### src/rtl/xks_pkg.sv
`timescale 1ns / 1ps
// ============================================================================
// xks_pkg
// Shared widths, register indexes, seed defaults and the generator step
// for the xorshift keystream scrambler.
// ============================================================================
package xks_pkg;

   localparam int unsigned BYTE_W      = 8;
   localparam int unsigned WORD_W      = 32;
   localparam int unsigned POS_W       = 2;
   localparam int unsigned CSR_INDEX_W = 8;

   localparam logic [CSR_INDEX_W-1:0] CSR_SEED_X = 8'd0;
   localparam logic [CSR_INDEX_W-1:0] CSR_SEED_Y = 8'd1;
   localparam logic [CSR_INDEX_W-1:0] CSR_SEED_Z = 8'd2;
   localparam logic [CSR_INDEX_W-1:0] CSR_SEED_W = 8'd3;

   localparam logic [WORD_W-1:0] SEED_X_RESET = 32'h4400_00A4;
   localparam logic [WORD_W-1:0] SEED_Y_RESET = 32'h0012_7C00;
   localparam logic [WORD_W-1:0] SEED_Z_RESET = 32'h0400_FFA4;
   localparam logic [WORD_W-1:0] SEED_W_RESET = 32'h1023_5011;

   localparam int unsigned SHIFT_A = 11;
   localparam int unsigned SHIFT_B = 19;
   localparam int unsigned SHIFT_C = 8;

   typedef logic [BYTE_W-1:0]      byte_type;
   typedef logic [WORD_W-1:0]      word_type;
   typedef logic [POS_W-1:0]       pos_type;
   typedef logic [CSR_INDEX_W-1:0] csr_index_type;

   typedef struct packed {
      word_type x;
      word_type y;
      word_type z;
      word_type w;
   } gen_state_type;

   typedef struct packed {
      logic fire;
      logic chunk_start;
   } keygen_ctrl_type;

   localparam gen_state_type SEED_RESET =
      '{x: SEED_X_RESET, y: SEED_Y_RESET, z: SEED_Z_RESET, w: SEED_W_RESET};

   function automatic gen_state_type xorshift_step(input gen_state_type s);
      word_type      t;
      gen_state_type r;
      t   = s.x ^ (s.x << SHIFT_A);
      r.x = s.y;
      r.y = s.z;
      r.z = s.w;
      r.w = (s.w ^ (s.w >> SHIFT_B)) ^ (t ^ (t >> SHIFT_C));
      return r;
   endfunction

endpackage

### src/rtl/xks_if.sv
`timescale 1ns / 1ps
// ============================================================================
// xks_if
// Valid/ready channel interfaces: data beats in, scrambled beats out and
// seed register writes.
// ============================================================================
interface xks_req_if;
   import xks_pkg::*;
   logic     valid;
   logic     ready;
   byte_type data_byte;
   logic     chunk_start;

   modport source (output valid, output data_byte, output chunk_start, input ready);
   modport sink   (input valid, input data_byte, input chunk_start, output ready);
endinterface

interface xks_rsp_if;
   import xks_pkg::*;
   logic     valid;
   logic     ready;
   byte_type scrambled_byte;
   byte_type key_byte;

   modport source (output valid, output scrambled_byte, output key_byte, input ready);
   modport sink   (input valid, input scrambled_byte, input key_byte, output ready);
endinterface

interface xks_csr_if;
   import xks_pkg::*;
   logic          valid;
   logic          ready;
   csr_index_type index;
   word_type      wdata;

   modport source (output valid, output index, output wdata, input ready);
   modport sink   (input valid, input index, input wdata, output ready);
endinterface

### src/rtl/xks_seed_regs.sv
`timescale 1ns / 1ps
// ============================================================================
// xks_seed_regs
// Seed register file, loaded into the generator at each chunk start.
// ============================================================================
module xks_seed_regs (
   input  logic                   clock,
   input  logic                   reset,
   input  logic                   wr_en,
   input  xks_pkg::csr_index_type wr_index,
   input  xks_pkg::word_type      wr_data,
   output xks_pkg::gen_state_type seeds
);
   import xks_pkg::*;

   gen_state_type seeds_ff;
   gen_state_type seeds_in;

   always_comb begin
      seeds_in = seeds_ff;
      if (wr_en) begin
         unique case (wr_index)
            CSR_SEED_X: seeds_in.x = wr_data;
            CSR_SEED_Y: seeds_in.y = wr_data;
            CSR_SEED_Z: seeds_in.z = wr_data;
            CSR_SEED_W: seeds_in.w = wr_data;
            default:    seeds_in   = seeds_ff;
         endcase
      end
   end

   always_ff @(posedge clock) begin
      if (reset) begin
         seeds_ff <= SEED_RESET;
      end else begin
         seeds_ff <= seeds_in;
      end
   end

   assign seeds = seeds_ff;

endmodule

### src/rtl/xks_keygen.sv
`timescale 1ns / 1ps
// ============================================================================
// xks_keygen
// Xorshift128 generator state, current key word and byte position; yields
// the key byte for the beat in the input register.
// ============================================================================
module xks_keygen (
   input  logic                     clock,
   input  logic                     reset,
   input  xks_pkg::keygen_ctrl_type ctrl,
   input  xks_pkg::gen_state_type   seeds,
   output xks_pkg::byte_type        key_byte
);
   import xks_pkg::*;

   gen_state_type gen_ff;
   gen_state_type gen_in;
   word_type      key_word_ff;
   word_type      key_word_in;
   pos_type       pos_ff;
   pos_type       pos_in;

   gen_state_type gen_cur;
   gen_state_type gen_next;
   pos_type       pos_cur;

   always_comb begin
      gen_cur  = ctrl.chunk_start ? seeds : gen_ff;
      pos_cur  = ctrl.chunk_start ? '0 : pos_ff;
      gen_next = xorshift_step(gen_cur);
      if (pos_cur == '0) begin
         gen_in      = gen_next;
         key_word_in = gen_next.w;
      end else begin
         gen_in      = gen_cur;
         key_word_in = key_word_ff;
      end
      pos_in   = pos_cur + 1'b1;
      key_byte = BYTE_W'(key_word_in >> {pos_cur, 3'b000});
   end

   always_ff @(posedge clock) begin
      if (reset) begin
         gen_ff      <= SEED_RESET;
         key_word_ff <= '0;
         pos_ff      <= '0;
      end else if (ctrl.fire) begin
         gen_ff      <= gen_in;
         key_word_ff <= key_word_in;
         pos_ff      <= pos_in;
      end
   end

endmodule

### src/rtl/xorshift_keystream_scrambler_top.sv
`timescale 1ns / 1ps
// ============================================================================
// xorshift_keystream_scrambler_top
// Byte scrambler: XORs each data beat with a byte of an xorshift128
// keystream, drawing a fresh key word every fourth byte of a chunk.
// ============================================================================
//  channel  dir  handshake        payload
//  req_if   in   valid / ready    data_byte[7:0], chunk_start
//  rsp_if   out  valid / ready    scrambled_byte[7:0], key_byte[7:0]
//  csr_if   in   valid / ready    index[7:0], wdata[31:0] (seed_x..seed_w)
//
//  A req beat passes the input register, then one generator step into the
//  result register. One beat per cycle sustained while rsp_if is ready.
//  Synchronous reset restores the default seeds; no clearing pass.
//  A stalled rsp_if holds the result register; req_if keeps taking a beat
//  while the input register is empty or moving on. csr_if is always ready.
// ============================================================================
module xorshift_keystream_scrambler_top (
   input logic clock,
   input logic reset,
   xks_req_if.sink   req_if,
   xks_rsp_if.source rsp_if,
   xks_csr_if.sink   csr_if
);
   import xks_pkg::*;

   logic            in_valid_ff;
   logic            in_valid_in;
   byte_type        in_data_ff;
   logic            in_start_ff;
   logic            rsp_valid_ff;
   logic            rsp_valid_in;
   byte_type        rsp_scrambled_ff;
   byte_type        rsp_key_ff;
   logic            advance;
   logic            req_fire;
   byte_type        key_byte;
   gen_state_type   seeds;
   keygen_ctrl_type kg_ctrl;

   assign advance      = in_valid_ff && (!rsp_valid_ff || rsp_if.ready);
   assign req_if.ready = !in_valid_ff || advance;
   assign req_fire     = req_if.valid && req_if.ready;
   assign in_valid_in  = req_fire || (in_valid_ff && !advance);
   assign rsp_valid_in = advance || (rsp_valid_ff && !rsp_if.ready);
   assign csr_if.ready = 1'b1;

   assign kg_ctrl.fire        = advance;
   assign kg_ctrl.chunk_start = in_start_ff;

   xks_seed_regs u_seed_regs (
      .clock    (clock),
      .reset    (reset),
      .wr_en    (csr_if.valid),
      .wr_index (csr_if.index),
      .wr_data  (csr_if.wdata),
      .seeds    (seeds)
   );

   xks_keygen u_keygen (
      .clock    (clock),
      .reset    (reset),
      .ctrl     (kg_ctrl),
      .seeds    (seeds),
      .key_byte (key_byte)
   );

   always_ff @(posedge clock) begin
      if (reset) begin
         in_valid_ff  <= 1'b0;
         rsp_valid_ff <= 1'b0;
      end else begin
         in_valid_ff  <= in_valid_in;
         rsp_valid_ff <= rsp_valid_in;
      end
   end

   always_ff @(posedge clock) begin
      if (req_fire) begin
         in_data_ff  <= req_if.data_byte;
         in_start_ff <= req_if.chunk_start;
      end
      if (advance) begin
         rsp_scrambled_ff <= in_data_ff ^ key_byte;
         rsp_key_ff       <= key_byte;
      end
   end

   assign rsp_if.valid          = rsp_valid_ff;
   assign rsp_if.scrambled_byte = rsp_scrambled_ff;
   assign rsp_if.key_byte       = rsp_key_ff;

   a_advance_fills_rsp: assert property (@(posedge clock) disable iff (reset)
      advance |=> rsp_valid_ff)
      else $error("result register empty after advance");

   a_ready_low_only_on_stall: assert property (@(posedge clock) disable iff (reset)
      !req_if.ready |-> (in_valid_ff && rsp_valid_ff && !rsp_if.ready))
      else $error("req_if stalled without a full pipeline");

   a_key_recovers_data: assert property (@(posedge clock) disable iff (reset)
      advance |=> ((rsp_scrambled_ff ^ rsp_key_ff) == $past(in_data_ff)))
      else $error("scrambled beat does not unscramble to its data");

endmodule

### src/flat_wrapper.sv
// flat-port wrapper written by rule: the top's interface ports become plain ports
module xorshift_keystream_scrambler_top_flat import xks_pkg::*;
  (clock, reset, req_if_valid, req_if_data_byte, req_if_chunk_start, req_if_ready, rsp_if_valid, rsp_if_scrambled_byte, rsp_if_key_byte, rsp_if_ready, csr_if_valid, csr_if_index, csr_if_wdata, csr_if_ready);
  xks_req_if req_if_i ();
  xks_rsp_if rsp_if_i ();
  xks_csr_if csr_if_i ();
  input logic clock;
  input logic reset;
  input wire logic [$bits(req_if_i.valid)-1:0] req_if_valid;
  input wire logic [$bits(req_if_i.data_byte)-1:0] req_if_data_byte;
  input wire logic [$bits(req_if_i.chunk_start)-1:0] req_if_chunk_start;
  output wire logic [$bits(req_if_i.ready)-1:0] req_if_ready;
  output wire logic [$bits(rsp_if_i.valid)-1:0] rsp_if_valid;
  output wire logic [$bits(rsp_if_i.scrambled_byte)-1:0] rsp_if_scrambled_byte;
  output wire logic [$bits(rsp_if_i.key_byte)-1:0] rsp_if_key_byte;
  input wire logic [$bits(rsp_if_i.ready)-1:0] rsp_if_ready;
  input wire logic [$bits(csr_if_i.valid)-1:0] csr_if_valid;
  input wire logic [$bits(csr_if_i.index)-1:0] csr_if_index;
  input wire logic [$bits(csr_if_i.wdata)-1:0] csr_if_wdata;
  output wire logic [$bits(csr_if_i.ready)-1:0] csr_if_ready;
  assign req_if_i.valid = req_if_valid;
  assign req_if_i.data_byte = req_if_data_byte;
  assign req_if_i.chunk_start = req_if_chunk_start;
  assign req_if_ready = req_if_i.ready;
  assign rsp_if_valid = rsp_if_i.valid;
  assign rsp_if_scrambled_byte = rsp_if_i.scrambled_byte;
  assign rsp_if_key_byte = rsp_if_i.key_byte;
  assign rsp_if_i.ready = rsp_if_ready;
  assign csr_if_i.valid = csr_if_valid;
  assign csr_if_i.index = csr_if_index;
  assign csr_if_i.wdata = csr_if_wdata;
  assign csr_if_ready = csr_if_i.ready;
  xorshift_keystream_scrambler_top u_core (.clock(clock), .reset(reset), .req_if(req_if_i), .rsp_if(rsp_if_i), .csr_if(csr_if_i));
endmodule
### config.mk
export PLATFORM = sky130hd
export DESIGN_NAME = xorshift_keystream_scrambler_top_flat
export DESIGN_NICKNAME = d
export VERILOG_FILES = /design/src/rtl/xks_pkg.sv /design/src/rtl/xks_if.sv /design/src/rtl/xks_seed_regs.sv /design/src/rtl/xks_keygen.sv /design/src/rtl/xorshift_keystream_scrambler_top.sv /design/src/flat_wrapper.sv
export SDC_FILE = /design/constraint.sdc
export NUM_CORES = 1
export LEC_CHECK = 0
export ABC_AREA = 1
export BUFFER_PORTS_ARGS = -buffer_cell sky130_fd_sc_hd__buf_4
export CORE_AREA = 2 2 175 177
export CTS_BUF_LIST = sky130_fd_sc_hd__clkbuf_8
export DETAILED_ROUTE_END_ITERATION = 10
export DIE_AREA = 0 0 177 179
export GPL_ROUTABILITY_DRIVEN = 0
export PLACE_DENSITY = 0.72
export SETUP_SLACK_MARGIN = 0.05
export SYNTH_ARGS = -nofsm -noshare
export SYNTH_HDL_FRONTEND = slang
export SYNTH_SLANG_ARGS = --single-unit
### constraint.sdc
create_clock -name clock -period 3.1 [get_ports clock]
set_input_delay 0.155 -clock clock [delete_from_list [all_inputs] [get_ports clock]]
set_output_delay 0.155 -clock clock [all_outputs]
set_load 0.05 [all_outputs]
==> results of run 1 <==
layout make-up:
cell class | count | area share (%)
sequential | 317 | 35.82
inverter | 238 | 4.933
multi-input combinational | 1621 | 42.77
clock buffer | 69 | 5.157
timing repair buffer | 159 | 7.896
clock inverter | 27 | 0.7270
tap | 396 | 2.691
through the flow:
stage	setup slack [ns]	hold WS, ns	cell area, um^2	total power [W]	std cells
after detailed placement	0.5301	0.3349	16890	0.006070	2687
final	0.4936	0.06516	18410	0.009852	2827
after floorplan	0.5353	0.2539	16100	0.005590	2334
after global placement	0.5838	0.3337	16890	0.006037	2687
after global routing	0.2583	0.06276	18410	0.01026	2827
after CTS	0.5252	0.02369	18410	0.009870	2827
per-layer routing:
layer  GRT usage [%]  vias to the layer above
li1                -                     7879
met1           41.33                     7427
met2           50.88                      649
met3           4.389                      129
met4           15.08                        0
met5               0                        -
state kept, by name, summed over array words and instances (netlist names):
signal and flops:
u_core.rsp_if.valid 1, u_core.in_start_ff 1, u_core.in_valid_ff 1, u_core.rsp_if.scrambled_byte 8
u_core.in_data_ff 8, u_core.rsp_if.key_byte 8, u_core.u_seed_regs.seeds 128, u_core.u_keygen.key_word_ff 32
u_core.u_keygen.pos_ff 2, u_core.u_keygen.gen_ff 128
cell families (layout without fill, tap and decap cells):
group / Yosys count / after routing
and+or+nand+nor: 970 / 970
AOI/OAI and AO/OA: 634 / 634
buffers and inverters: 396 / 493
DFF: 317 / 317
xor gates and xnor gates: 15 / 15
adders and majority gates: 1 / 1
other: 1 / 1
how the worst max path moves through the flow:
stage | slack, ns | endpoint | depth (start not counted) | start
final | 0.49 | u_core.rsp_if.scrambled_byte[5]$_DFFE_PP_ | 13 | u_core.in_start_ff$_DFFE_PP_
after detailed placement | 0.53 | u_core.rsp_if.scrambled_byte[1]$_DFFE_PP_ | 15 | u_core.in_start_ff$_DFFE_PP_
after CTS | 0.53 | u_core.rsp_if.scrambled_byte[1]$_DFFE_PP_ | 15 | u_core.in_start_ff$_DFFE_PP_
after global placement | 0.58 | u_core.rsp_if.scrambled_byte[5]$_DFFE_PP_ | 13 | u_core.in_start_ff$_DFFE_PP_
after global routing | 0.26 | u_core.rsp_if.scrambled_byte[1]$_DFFE_PP_ | 15 | u_core.in_start_ff$_DFFE_PP_
after floorplan | 0.54 | u_core.u_keygen.gen_ff[100]$_SDFFE_PP0P_ | 14 | u_core.in_start_ff$_DFFE_PP_
critical path: stages (launching register included):
cell and delay (ns):
edfxtp_1 0.47, inv_4 0.13, nand2_1 0.10, ha_4 0.28
inv_4 0.39, buf_4 0.33, or2_2 0.15, nand2_1 0.06
nand2_2 0.07, nand3_1 0.08, nand3_2 0.13, nand2_2 0.05
nand2_1 0.05, nand2_1 0.04
Yosys cell counts, drive strengths merged:
library cell  instances
nor4                  2
o221ai               27
a211o                20
nor2                 33
o211ai              111
clkbuf               99
xnor2                 8
nand3b                3
o21ai               246
conb                  1
nand4                 3
a221oi                2
buf                  59
nand3               161
edfxtp               25
nand2               766
ha                    1
dfxtp               292
or2                   2
xor2                  7
a21oi               228
inv                 238
power by group through the flow:
stage | combinational [W] | clock, W | sequential (W)
floorplan | 0.00104 | 0 | 0.00455
global placement | 0.00152 | 0 | 0.00452
detailed placement | 0.00155 | 0 | 0.00452
CTS | 0.00160 | 0.00383 | 0.00444
global route | 0.00178 | 0.00402 | 0.00446
finish | 0.00162 | 0.00379 | 0.00444
layout by cell type (no fill, tap or decap), types with 10 or more instances in the layout:
master	n
a21oi_1	228
nand2_1	737
nand2_2	26
o221ai_1	27
nor2_1	29
o211ai_1	111
clkbuf_8	69
dfxtp_1	292
inv_1	248
o21ai_0	211
buf_12	12
dlygate4sd3_1	44
buf_4	103
o21ai_2	10
edfxtp_1	25
nand3_1	155
o21ai_1	25
a211o_1	20
what timing repair did:
item / 4_1_cts / 5_1_grt
hold buffers: 44 / 0
gates resized for setup: 0 / 0
hold endpoints to repair: 132 / 0
==> summary.txt, run 1 <==
Run status
  • Status: finished clean

CTS
  • Register clock-pin slew on the reported worst setup and hold paths: 0.06 ns
  • Skew-Pair Late Insertion Delay: around 0.6 ns
  • CTS buffer count: 53
  • TritonCTS clock tree: built
  • Clock sinks: 317
  • Root buffer cell: clkbuf_8
  • H-tree depth: 2
  • Setup Fix Bufs, Post-CTS: 0
  • Clk buf depth: 3

Synth
  • Largest family of logic cells by synthesized area: simple AND/OR/NAND/NOR gates
  • Post-Synth XOR/XNOR Area: less than 1%
  • Unique masters post-synth: 39
  • Mapped Area: around 16,000 um^2
  • Post-synthesis mux area share: 0%
  • Area contributors post-synth: dfxtp_1 36%, nand2_1 17%, a21oi_1 7.1%
  • Yosys top cell area share: between 30 and 40%
  • Post-synthesis simple-gate area fraction: about a quarter
  • Syn_area_per_cell: 6.900 um^2
  • Syn. warnings: 0
  • Post-synthesis sequential area ratio: about two fifths
  • Cells after Synth: 2,334
  • Area share of fa/ha/maj cells after synthesis: less than 1%
  • Synth area leader: dfxtp_1
  • Synth Register Bits: between 300 and 400
  • Synth Net Count: between 2,000 and 2,500
  • Compound-gate portion of the synthesized area: between 20% and 30%

Floorplanning
  • IO Count: between 70 and 80
  • DIE HEIGHT: between 150 and 200 um
  • Die W: ~180 um
  • Num rows: 64
  • Core ar.: 30,030 um^2
  • Die area: 31,680 um^2
  • Initial core utilization: a little over half

GRT
  • First-pass GRT wire length: between 70 and 80 mm
  • Grt ovf: 0
  • Largest net degree at the start of global routing: 85
  • Total GRT Usage: 31.41%
  • Initial antenna violation count: 0
  • Vias in the first global route: approximately 15,000

Layout
  • FF+latch area: 6596 um^2
  • Synth-to-Final Area Change: 14.34%
  • Area of the multi-input gates: between 7000 and 8000 um^2
  • Ant. Diodes: 0
  • Share of post-route cells with drive strength above 1: about a tenth
  • Nets: 2,445
  • Final cell utilization of the core: between 60% and 70%
  • Fill count: around 2,800

Setup path
  • WP data required: around 3.4 ns
  • CP arrival: 2.94 ns
  • R2R Path End: u_core.rsp_if.scrambled_byte[5]$_DFFE_PP_
  • FF-to-FF setup slack: 0.49 ns
  • CP Launch Type: register
  • R2R cell count: 13
  • Worst Setup End Kind: register
  • Critical path class: reg2reg
  • Worst r2r src: u_core.in_start_ff$_DFFE_PP_
  • Critical path fanouts, max: 31

Power and ir drop
  • Worst VDD drop: ~400 uV
  • Net switching power figure: between 0.002 and 0.003 W
  • Switching Fraction: roughly 30%
  • Clock network power share: approximately 39%
  • PD cells: approximately 540 nW/um^2
  • Power Internal: 0.006925 W
  • Sequential share of power: between 40 and 50%
  • P_leak: 8.868 nW
  • Logic pwr share: about 16%

Route
  • WL met1: about 22 mm
  • Initial DRC Count: 1,494
  • Uppermost routed layer: met4
  • Via count: 16,080
  • Post-DRT Antenna Nets: 0
  • Vias per std cell: 5.689
  • Routed WL: 50.17 mm
  • Iteration count of the initial detailed-routing pass: 7
  • DR WL/cell: 17.75 um
  • Remaining routing DRC violations: 0
  • Met3 wire length: 3.679 mm
  • Met2 Routed Length: roughly 23 mm

STA
  • Setup TNS: 0 ns
  • Slew @ Worst Pin: 0.8152 ns
  • Final Hold Viols: 0
  • Slew HR: about 45%
  • Minimum clock period after layout: between 2 and 3 ns
  • RSZ-0062 raised after global routing: false
  • Fin. max-slew vios: 0
  • Endpoints failing setup: 0
  • Post-Route Skew: 0.02777 ns
  • Tcrit/Tclk final: between 80% and 90%
  • F_max: between 300 and 400 MHz

Worst hold path
  • Hold depth: 2
  • HP Class: in2reg
  • Hold Crit Endpoint: u_core.rsp_if.valid$_SDFF_PP0_
  • Hold path start: reset

Flow run
  • Max-cap violations: 0

Place
  • PortBufs: approximately 70
  • HPWL Detailed: approximately 32 mm
No activity file was read; power rests on OpenSTA's default activity.
==> inputs of run 2 (changes only) <==
==> constraint.sdc (replaced) <==
create_clock -name clock -period 2.6 [get_ports clock]
set_input_delay 0.13 -clock clock [delete_from_list [all_inputs] [get_ports clock]]
set_output_delay 0.13 -clock clock [all_outputs]
set_load 0.05 [all_outputs]
==> summary.txt, run 2 (synthesis gave the netlist of run 1 again) <==
Route
  • Initial DRC Count: 1,627
  • DR WL/cell: about 18 um
  • Via count: 16,420
  • Uppermost routed layer: met4
  • Remaining routing DRC violations: 0
  • Met3 wire length: ~4.4 mm
  • Iteration count of the initial detailed-routing pass: 6
  • Vias per std cell: about 5.7
  • Met2 Routed Length: around 23 mm
  • Post-DRT Antenna Nets: 0
  • WL met1: around 22 mm
  • Routed WL: between 50 and 60 mm

Layout
  • Nets: 2,489
  • Ant. Diodes: 0
  • Post-route non-filler standard cell count: around 2,900
  • Commonest non-fill, non-tap cell in the layout: nand2_1
  • Final cell utilization of the core: between 60% and 70%
  • Most frequent cells in the layout: 731 x nand2_1, 292 x dfxtp_1, 249 x inv_1
  • Share of post-route cells with drive strength above 1: about an eighth
  • Fill count: around 2,700
  • FF+latch area: between 6000 and 7000 um^2
  • Synth-to-Final Area Change: 18.36%
  • Area of the multi-input gates: about 8000 um^2

Power and ir drop
  • Power Internal: between 0.008 and 0.009 W
  • Switching Fraction: between 20% and 30%
  • PD cells: between 600 and 700 nW/um^2
  • Clock network power share: 38.3%
  • Logic pwr share: ~17%
  • Worst VDD drop: 569.2 uV
  • Sequential share of power: between 40 and 50%
  • P_leak: between 9 and 10 nW
  • Net switching power figure: 0.003590 W

STA
  • Setup TNS: 0 ns
  • Slew @ Worst Pin: ~0.77 ns
  • Fin. max-slew vios: 0
  • Tcrit/Tclk final: approximately 94%
  • F_max: around 410 MHz
  • Minimum clock period after layout: 2.440 ns
  • RSZ-0062 raised after global routing: true
  • Post-Route Skew: 0.02992 ns
  • WHS: between 0.04 and 0.05 ns
  • Slew HR: between 40 and 50%
  • Endpoints failing setup: 0
  • Final Hold Viols: 0

CTS
  • CTS buffer count: between 50 and 60
  • Skew-Pair Late Insertion Delay: just over 0.6 ns
  • Clock sinks: 317
  • Clk buf depth: 3
  • Register clock-pin slew on the reported worst setup and hold paths: approximately 0.060 ns
  • TritonCTS clock tree: built
  • Root buffer cell: clkbuf_8
  • H-tree depth: 2

Floorplanning
  • Core ar.: about 30,000 um^2
  • DIE HEIGHT: 179 um
  • Die W: ~180 um
  • Die area: 31,680 um^2
  • Initial core utilization: between 50% and 60%
  • IO Count: 73
  • Num rows: 64

GRT
  • Vias in the first global route: roughly 15,000
  • Initial antenna violation count: 0
  • First-pass GRT wire length: between 70 and 80 mm
  • Largest net degree at the start of global routing: a little over 80
  • Grt ovf: 0
  • Total GRT Usage: around a third

Setup path
  • CP arrival: ~2.8 ns
  • Critical path fanouts, max: 14
  • WP data required: approximately 3.0 ns
  • Worst Setup End Kind: register
  • Critical path class: reg2reg
  • CP Launch Type: register

Worst hold path
  • HP Class: in2reg

Place
  • PortBufs: 71
  • Placed cells: around 2,700
  • HPWL Detailed: approximately 33 mm

Run status
  • Status: finished clean

Flow run
  • Max-cap violations: 0
run 2: changes by cell type in the layout (fill, tap and decap cells not counted), sizes merged:
cell,before,now
clkinv,8,11
buf,115,153
clkbuf,69,73
inv,255,257
run 2: routing by layer:
| layer | up-vias | global-route usage (%) |
|---|---|---|
| met5 | - | 0 |
| met1 | 7658 | 40.92 |
| met4 | 0 | 13.57 |
| met2 | 661 | 52.11 |
| met3 | 137 | 6.467 |
| li1 | 7968 | - |
run 2: what timing repair did:
| item | in CTS | in global routing |
|---|---|---|
| gates resized for setup | 0 | 31 |
| hold buffers | 44 | 0 |
| buffers inserted | 0 | 10 |
| hold endpoints to repair | 137 | 0 |
| setup endpoints to repair | 0 | 13 |
run 2: worst paths after layout:
kind / cells past startpoint / slack [ns] / end / start
max: 17 / 0.16 / u_core.rsp_if.scrambled_byte[1]$_DFFE_PP_ / u_core.in_start_ff$_DFFE_PP_
min: 2 / 0.04 / u_core.rsp_if.valid$_SDFF_PP0_ / reset
max reg2reg: 17 / 0.16 / u_core.rsp_if.scrambled_byte[1]$_DFFE_PP_ / u_core.in_start_ff$_DFFE_PP_
min reg2reg: 2 / 0.47 / u_core.u_keygen.gen_ff[41]$_SDFFE_PP1P_ / u_core.u_keygen.gen_ff[41]$_SDFFE_PP1P_
run 2: worst max-delay path, cell delays in order (launching register included):
cell and delay (ns):
edfxtp_1 0.42, buf_4 0.19, buf_12 0.15, buf_6 0.15
nand2_1 0.08, nand2_1 0.11, inv_1 0.15, nand2_1 0.13
nand2_2 0.10, nand2_1 0.08, nand2_1 0.07, nand2_1 0.04
nand3_1 0.11, nand3_1 0.11, nand2_2 0.11, nand2_1 0.07
nand2_1 0.06, nand2_1 0.04
run 2: layout make-up:
cell class / count / share of cell area, %
multi-input cells: 1621 / 41.77
flip-flops and latches: 317 / 34.61
repair buffers: 201 / 10.36
clock buffers: 69 / 4.982
inverters: 238 / 4.805
well taps: 396 / 2.599
clock inverters: 31 / 0.8468
repair inverters: 1 / 0.02626
run 2: metrics by stage:
step                cell area (um^2)  setup WS (ns)  power [W]
floorplan                      16100        0.03531   0.006665
global route                   19060       0.008491    0.01245
detailed placement             17200         0.1019   0.007310
CTS                            18750        0.06402    0.01190
finish                         19060         0.1596    0.01197
global placement               17200         0.1155   0.007274
run 2: power by group through the flow:
stage                     Combinational (W)  Clock [W]  Sequential [W]
after detailed placement            0.00191          0         0.00540
after CTS                           0.00197    0.00463         0.00530
after global routing                0.00228    0.00485         0.00532
final                               0.00208    0.00459         0.00530
after floorplan                     0.00123          0         0.00543
after global placement              0.00188          0         0.00539
==> inputs of run 3 (changes only) <==
--- a/config.mk
+++ b/config.mk
@@ -12,7 +12,7 @@
 export DETAILED_ROUTE_END_ITERATION = 10
 export DIE_AREA = 0 0 177 179
 export GPL_ROUTABILITY_DRIVEN = 0
-export PLACE_DENSITY = 0.72
+export PLACE_DENSITY_LB_ADDON = 0.1
 export SETUP_SLACK_MARGIN = 0.05
 export SYNTH_ARGS = -nofsm -noshare
 export SYNTH_HDL_FRONTEND = slang
==> summary.txt, run 3 (synthesis gave the netlist of run 1 again) <==
Run status
  • Status: finished clean

STA
  • Fin. max-slew vios: 0
  • F_max: slightly below 400 MHz
  • Post-route setup slack: 0.08322 ns
  • Setup TNS: 0 ns
  • Slew HR: 59.78%
  • Endpoints failing setup: 0
  • Tcrit/Tclk final: a little under 100%
  • RSZ-0062 raised after global routing: true
  • Post-Route Skew: 0.02900 ns
  • Minimum clock period after layout: 2.517 ns
  • Final Hold Viols: 0
  • Slew @ Worst Pin: roughly 0.60 ns

Place
  • Dpl cell area: roughly 17,000 um^2
  • PortBufs: approximately 70
  • Placed cells: about 2,700
  • HPWL Detailed: around 32 mm
  • Post-Place Worst Slack: 0.1749 ns

Route
  • Iteration count of the initial detailed-routing pass: 7
  • Vias per std cell: roughly 5.7
  • DR WL/cell: approximately 18 um
  • Uppermost routed layer: met5
  • Post-DRT Antenna Nets: 0
  • Met2 Routed Length: between 20 and 25 mm
  • Remaining routing DRC violations: 0
  • Via count: 16,310
  • Routed WL: ~52 mm
  • Initial DRC Count: 1,579
  • WL met1: between 20 and 25 mm
  • Met3 wire length: 3.565 mm

Floorplanning
  • Initial core utilization: a little over half
  • Num rows: between 60 and 70
  • Die area: 31,680 um^2
  • DIE HEIGHT: 179 um
  • Die W: 177 um
  • Core ar.: roughly 30,000 um^2
  • IO Count: 73

Layout
  • Most frequent cells in the layout: 732 x nand2_1, 292 x dfxtp_1, 250 x inv_1
  • Commonest non-fill, non-tap cell in the layout: nand2_1
  • Nets: 2,490
  • Ant. Diodes: 0
  • Final cell utilization of the core: approximately 63%
  • Share of post-route cells with drive strength above 1: between 10% and 20%
  • Synth-to-Final Area Change: 18.33%
  • Fill count: around 2,700
  • Post-route non-filler standard cell count: ~2,900
  • Fin area: about 19,000 um^2

Setup path
  • Slowest CP cell: edfxtp_1
  • FF-to-FF setup slack: 0.08 ns
  • Worst Setup End Kind: register
  • CP Launch Type: register
  • CP max stage delay: about 0.58 ns
  • R2R cell count: 12
  • Critical path class: reg2reg
  • Critical path fanouts, max: 35
  • Worst r2r src: u_core.in_start_ff$_DFFE_PP_
  • CP dominant cell by count: nand3_1
  • WP data required: ~3.0 ns
  • CP arrival: between 2 and 3 ns
  • Critical path, cell by cell: clkinv_4 > buf_6 > nand2_2 > ha_4 > buf_6 > nand2_1 > nand3_1 > nand2_1 > nand3_1 > nand3_1 > nand3_1 > nand2_1
  • R2R Path End: u_core.rsp_if.scrambled_byte[7]$_DFFE_PP_

Power and ir drop
  • Clock network power share: 37.7%
  • Worst VDD drop: ~470 uV
  • PD cells: around 620 nW/um^2
  • Net switching power figure: roughly 0.0035 W
  • Sequential share of power: approximately 45%
  • Switching Fraction: 29.97%
  • P_leak: ~9.2 nW
  • Power Internal: about 0.0083 W
  • Logic pwr share: between 10% and 20%

CTS
  • H-tree depth: 2
  • Skew-Pair Late Insertion Delay: 0.61 ns
  • CTS buffer count: 53
  • TritonCTS clock tree: built
  • Clk buf depth: 3
  • Root buffer cell: clkbuf_8
  • Register clock-pin slew on the reported worst setup and hold paths: roughly 0.07 ns
  • Clock sinks: approximately 320

Worst hold path
  • Hold Crit Endpoint: u_core.u_keygen.gen_ff[47]$_SDFFE_PP1P_
  • Hold path start: reset
  • HP Class: in2reg
  • Hold depth: 3

GRT
  • Initial antenna violation count: 1
  • First-pass GRT wire length: 78.94 mm
  • Total GRT Usage: 31.65%
  • Grt ovf: 0
  • Vias in the first global route: about 15,000
  • Largest net degree at the start of global routing: 83

Flow run
  • Max-cap violations: 0
-- run 3: changes by cell type in the layout (fill, tap and decap cells not counted), moves of 3 or more --
cell	previous run	this run
o21ai_2	16	10
clkinv_1	3	0
buf_8	0	4
o21ai_1	19	23
buf_12	21	17
clkbuf_8	69	66
-- run 3: what timing repair did --
action | CTS | global route
hold buffers | 44 | 0
endpoints found under the hold margin | 137 | 0
setup buffers | 0 | 18
endpoints found under the setup margin | 0 | 8
resized for setup | 0 | 45
-- run 3: worst max-delay path by stage --
stage | start | to | slack, ns | cells after the start
after floorplan | u_core.in_start_ff$_DFFE_PP_ | u_core.u_keygen.gen_ff[100]$_SDFFE_PP0P_ | 0.04 | 14
after global placement | u_core.in_start_ff$_DFFE_PP_ | u_core.rsp_if.scrambled_byte[4]$_DFFE_PP_ | 0.19 | 14
after detailed placement | u_core.in_start_ff$_DFFE_PP_ | u_core.rsp_if.scrambled_byte[6]$_DFFE_PP_ | 0.17 | 14
after CTS | u_core.in_start_ff$_DFFE_PP_ | u_core.rsp_if.scrambled_byte[6]$_DFFE_PP_ | 0.17 | 14
after global routing | u_core.in_start_ff$_DFFE_PP_ | u_core.rsp_if.scrambled_byte[7]$_DFFE_PP_ | -0.05 | 12
final | u_core.in_start_ff$_DFFE_PP_ | u_core.rsp_if.scrambled_byte[7]$_DFFE_PP_ | 0.08 | 12
-- run 3: stage by stage --
stage	total power (W)	hold WS [ns]
3_3_place_gp	0.007234	0.3081
2_1_floorplan	0.006665	0.2289
5_1_grt	0.01230	0.04267
3_5_place_dp	0.007275	0.3093
6_report	0.01184	0.04385
4_1_cts	0.01173	0.01864
-- run 3: cell type report --
cell class / count / area (um^2) / area share [%]
clock buffer: 66 / 908.4 / 4.767
tap: 396 / 495.5 / 2.600
clock inverter: 31 / 156.4 / 0.8207
timing repair buffer: 204 / 2018 / 10.59
multi-input combinational: 1621 / 7958 / 41.76
sequential: 317 / 6596 / 34.62
inverter: 238 / 923.4 / 4.846
-- run 3: routing by layer --
metal | up-vias | global-route usage, %
met4 | 2 | 13.19
li1 | 7967 | -
met5 | - | 0
met2 | 573 | 52.79
met3 | 128 | 4.241
met1 | 7642 | 41.29
-- run 3: power by group through the flow --
stage	combinational [W]	clock, W	sequential (W)
2_1_floorplan	0.00123	0	0.00543
3_3_place_gp	0.00185	0	0.00539
3_5_place_dp	0.00188	0	0.00539
4_1_cts	0.00194	0.00449	0.00529
5_1_grt	0.00228	0.00471	0.00532
6_report	0.00207	0.00447	0.00530
-- run 3: critical path, delay by kind of cell (launching register included) --
kind / cells / cell delay, ns
AND/OR/NAND/NOR: 8 / 0.83
adder cells (fa/ha/maj): 1 / 0.22
buffers and inverters: 3 / 0.64
flip-flops: 1 / 0.58
